## src/jur_rx_store.sv

```systemverilog
// Receive byte store: synchronous memory with a fill mark for unwritten entries.
`timescale 1ns / 1ps

module jur_rx_store #(
	parameter int DEPTH = 64
) (
	input  logic                     clk,
	input  logic                     arst_n,
	input  logic                     wr_en,
	input  logic [$clog2(DEPTH)-1:0] wr_addr,
	input  logic [7:0]               wr_byte,
	input  logic                     rd_en,
	input  logic [$clog2(DEPTH)-1:0] rd_addr,
	output logic [7:0]               rd_byte
);

	localparam int FW = $clog2(DEPTH + 1);
	localparam logic [FW-1:0] FILL_MAX = FW'(DEPTH);

	logic [7:0]    mem_q [DEPTH];
	logic [7:0]    rd_raw_q;
	logic          rd_written_q;
	logic [FW-1:0] fill_q;

	// Writes land at ascending slots from zero, so entries below the fill mark hold data
	always_ff @(posedge clk or negedge arst_n) begin
		if (!arst_n) begin
			fill_q <= '0;
		end else if (wr_en && fill_q != FILL_MAX) begin
			fill_q <= fill_q + 1'b1;
		end
	end

	always_ff @(posedge clk or negedge arst_n) begin
		if (!arst_n) begin
			rd_written_q <= 1'b0;
		end else if (rd_en) begin
			rd_written_q <= FW'(rd_addr) < fill_q;
		end
	end

	// Write and registered read of the store
	always_ff @(posedge clk) begin
		if (wr_en) begin
			mem_q[wr_addr] <= wr_byte;
		end
		if (rd_en) begin
			rd_raw_q <= mem_q[rd_addr];
		end
	end

	// Never-written entries read as their cleared value
	assign rd_byte = rd_written_q ? rd_raw_q : 8'd0;

endmodule

```

## config.mk

```make
export PLATFORM = sky130hd
export DESIGN_NAME = jur_rx_store
export DESIGN_NICKNAME = d
export VERILOG_FILES = /design/src/jur_rx_store.sv
export SDC_FILE = /design/constraint.sdc
export NUM_CORES = 1
export LEC_CHECK = 0
export BUFFER_PORTS_ARGS = -buffer_cell sky130_fd_sc_hd__buf_2
export CAP_MARGIN = 15
export CORE_AREA = 2 2 252 155
export DETAILED_ROUTE_END_ITERATION = 7
export DIE_AREA = 0 0 254 157
export HOLD_SLACK_MARGIN = 0.1
export PLACE_DENSITY = 0.74
export SLEW_MARGIN = 25
export SYNTH_ARGS = -nofsm -noshare
export SYNTH_HDL_FRONTEND = slang
export SYNTH_SLANG_ARGS = --single-unit
```

## constraint.sdc

```tcl
create_clock -name clk -period 1.7 [get_ports clk]
set_clock_uncertainty 0.2 [all_clocks]
set_input_delay 0.34 -clock clk [delete_from_list [all_inputs] [get_ports clk]]
set_output_delay 0.34 -clock clk [all_outputs]
set_load 0.03 [all_outputs]
```

==> metrics.md <==
| Metric | Value |
|---|---|
| Worst R2R Start | `mem_q[47][3]$_DFFE_PP_` |
| Post-synth top flop | `edfxtp_1` |
| Post-synthesis sequential area ratio | `75.98%` |
| Worst path cell trace | `buf_12, and2_4, buf_6` |
| Vias | `around 11,000` |
| IO Pins | `32` |
| Worst Path Arrival | `about 1.4 ns` |
| CP Capture Type | `primary output` |
| Leak | `8.486 nW` |
| Global route overflow | `0` |
| H-tree depth | `2` |
| Syn nets | `approximately 1,000` |
| Count of different cell masters after synthesis | `42` |
| Nets | `roughly 1,300` |
| Clock buffer depth | `3` |
| Period utilization | `116.0%` |
| Max VDD drop | `roughly 1000 uV` |
| Maxcap violations | `0` |
| RSZ-0062 raised after global routing | `true` |
| Die Ht | `157 um` |
| Fin area | `about 0.026 mm2` |
| Reg2Reg Depth | `6` |
| Achievable Freq | `~500 MHz` |
| Routability Congestion | `0.8516` |
| Port bufs | `31` |
| Synthesized-area fraction occupied by adder cells | `less than 1%` |
| # setup viols final | `16` |
| Die ar. | `between 0.03 and 0.04 mm2` |
| Fin Hold WS | `~0.14 ns` |
| Worst-path fanout max | `5` |
| Post-synthesis register bit count | `528` |
| Util after Layout | `approximately 70%` |
| Vias/cell | `between 6 and 7` |
| Compound-gate portion of the synthesized area | `about 2.1%` |
| Min-Delay Startpoint | `wr_byte[2]` |
| Hold endpoint | `mem_q[11][2]$_DFFE_PP_` |
| Commonest non-fill, non-tap cells in the layout | `edfxtp_1, mux4_2, buf_4` |
| Flop-to-flop setup slack | `-0.21 ns` |
| CTS Buf Count | `46` |
| Max Slew Vio Count | `0` |
| Clock Latency Late Sink | `0.58 ns` |
| Gate power share | `under 10%` |
| Clock sink count | `approximately 530` |
| Die Span X | `254 um` |
| Critical path class | `reg2out` |
| Async SR Flop Fraction | `under 10%` |
| Pin count of the biggest net entering global routing | `65` |
| Sequential share of power | `a little over half` |
| EDFF count, synth | `520` |
| R2R Path End | `rd_raw_q[3]$_DFFE_PP_` |
| Hold Crit Depth | `1` |
| CP max stage cell | `dfrtp_2` |
| Cell row count | `between 50 and 60` |
| Synth Area in XOR/XNOR | `less than 1%` |
| Antenna violations before repair | `0` |
| Initial drt markers | `approximately 1,300` |
| Slew HR | `between 50% and 60%` |
| DRC violations left | `0` |
| Worst stage delay on the critical path | `between 0.4 and 0.5 ns` |
| Initial core utilization | `between 50% and 60%` |
| Hold crit path type | `in2reg` |
| Final WS setup | `-0.2719 ns` |
| Post-route ant nets | `0` |
| Switching Fraction | `between 20% and 30%` |
| Most common cell after layout, fill and taps aside | `edfxtp_1` |
| Post-Synthesis Cell Area | `between 0.02 and 0.025 mm2` |
| Layout cell share with drive strength beyond 1 | `between 40% and 50%` |
| Per-cell routed wire length | `around 28 um` |
| Vias in the first global route | `approximately 11,000` |
| Min Tclk post-route | `1.972 ns` |
| Clk pwr share | `around 37%` |
| Worst Tran Pin Value | `0.7195 ns` |
| Post-detail-place hpwl | `approximately 32 mm` |
| P&R area growth vs syn | `25.44%` |
| Setup slack at placement | `-0.8209 ns` |
| Startpoint type of the worst setup path | `register` |
| YS warnings | `0` |
| Core area | `roughly 0.037 mm2` |
| Root Driver | `clkbuf_16` |
| CTS tree | `done` |
| DP Area | `roughly 0.024 mm2` |
| DR pass1 iterations | `5` |
| Synth Area per Inst | `between 20 and 25 um2` |
| Status | `finished, violations left` |
| Clock transition at path regs | `approximately 0.060 ns` |
| All-layer global routing usage | `a little over a quarter` |
| Antenna diode count | `0` |
| Failing checks | `setup timing` |
| Mux share of post-synthesis cell area | `roughly 15%` |
| Post-Synth Simple-Gate Area | `under 10%` |
| Psw | `around 6 mW` |
| Post-Syn Instances | `just over 1,000` |
| CP required | `~1.2 ns` |
| Detailed Route WL | `approximately 50 mm` |
| Int Pwr | `21.24 mW` |
| Main combinational cell family by area after synthesis | `multiplexers` |
| Pwr dens | `about 1000 mW/mm2` |
| First-pass GRT wire length | `roughly 74 mm` |
| Final TNS setup | `-3.519 ns` |
| Fin. Hold Viols | `0` |
worst max-delay path, delay by kind of cell, from the launching register on:
kind                   cells  cell delay (ns)
buffers and inverters      2             0.27
AND/OR/NAND/NOR            1             0.14
flip-flops                 1             0.43
power groups by stage:
stage	clock, mW	combinational, mW	sequential, mW
2_1_floorplan	0	1.25	14.9
3_3_place_gp	0	2.17	14.9
3_5_place_dp	0	2.21	14.9
4_1_cts	10.2	2.51	14.6
5_1_grt	10.7	2.77	14.6
6_report	10.1	2.61	14.6
cell usage after synthesis, types with 3 or more instances:
| cell type | count | share of area (%) |
|---|---|---|
| inv_1 | 6 | 0.11 |
| mux2_2 | 9 | 0.49 |
| nand4_1 | 6 | 0.18 |
| buf_2 | 20 | 0.48 |
| o2111ai_1 | 3 | 0.13 |
| nand2b_1 | 11 | 0.33 |
| mux4_2 | 120 | 13 |
| ha_1 | 7 | 0.42 |
| o21ai_1 | 8 | 0.19 |
| nor2b_1 | 15 | 0.45 |
| clkbuf_1 | 12 | 0.22 |
| nand3_1 | 18 | 0.43 |
| buf_4 | 6 | 0.22 |
| mux2i_1 | 32 | 1.5 |
| and2_1 | 9 | 0.27 |
| a2111oi_0 | 5 | 0.21 |
| a211oi_1 | 5 | 0.18 |
| o41ai_1 | 3 | 0.13 |
| nor2_1 | 77 | 1.4 |
| nor3_1 | 7 | 0.17 |
| nand2_1 | 32 | 0.58 |
| o21ai_0 | 9 | 0.22 |
| nand3b_1 | 3 | 0.11 |
| edfxtp_1 | 520 | 75 |
| a21oi_1 | 14 | 0.34 |
| xnor2_1 | 5 | 0.21 |
| o22ai_1 | 17 | 0.51 |
| dfrtp_1 | 8 | 0.96 |
| buf_6 | 8 | 0.43 |
per-stage QoR:
stage               instances  total power, mW
global route             1785            28.09
floorplan                1016            16.12
finish                   1785            27.33
global placement         1691            17.08
detailed placement       1691            17.13
CTS                      1784            27.32
repair_timing:
item | in CTS | in global routing
setup endpoints to repair | 16 | 17
gates resized for setup | 77 | 26
hold buffers | 7 | 0
setup buffers | 2 | 0
endpoints found under the hold margin | 157 | 0
pin swaps | 13 | 15
cloned | 0 | 1
layout make-up:
cell class              instances  area, um2
flip-flops and latches        528      15820
fillers                      2220      11190
multi-input cells             431       5487
repair buffers                222       2716
clock buffers                  61       1271
well taps                     513      641.9
clock inverters                24      156.4
inverters                       6      22.52
worst max path at each step:
stage,start,endpoint,slack (ns),cells after the start
2_1_floorplan,rd_addr[0],rd_raw_q[0]$_DFFE_PP_,-0.35,8
3_3_place_gp,rd_addr[0],rd_raw_q[2]$_DFFE_PP_,-0.81,7
3_5_place_dp,rd_addr[0],rd_raw_q[2]$_DFFE_PP_,-0.82,7
4_1_cts,rd_written_q$_DFFE_PN0P_,rd_byte[7],-0.28,3
5_1_grt,rd_written_q$_DFFE_PN0P_,rd_byte[5],-0.29,3
6_report,rd_written_q$_DFFE_PN0P_,rd_byte[7],-0.27,3
flip-flops by register name, indices dropped and copies added (netlist names):
signal	count
fill_q	7
rd_written_q	1
mem_q	512
rd_raw_q	8
metal layers:
metal,wire length [um],global-route usage [%],part of all wire (%),up-vias
met5,0,0,0,-
met4,887,5.546,1.8,0
met3,5517,7.475,11,71
met2,22190,38.19,44,571
met1,21560,40.07,43,5733
li1,-,-,-,4631
cell families after synthesis:
family / after synthesis
buffers and inverters: 57
adders and majority gates: 7
muxes: 163
xor gates and xnor gates: 6
AOI/OAI and AO/OA: 70
DFF: 528
and+or+nand+nor: 185
Power figures use the tool's default switching activity.
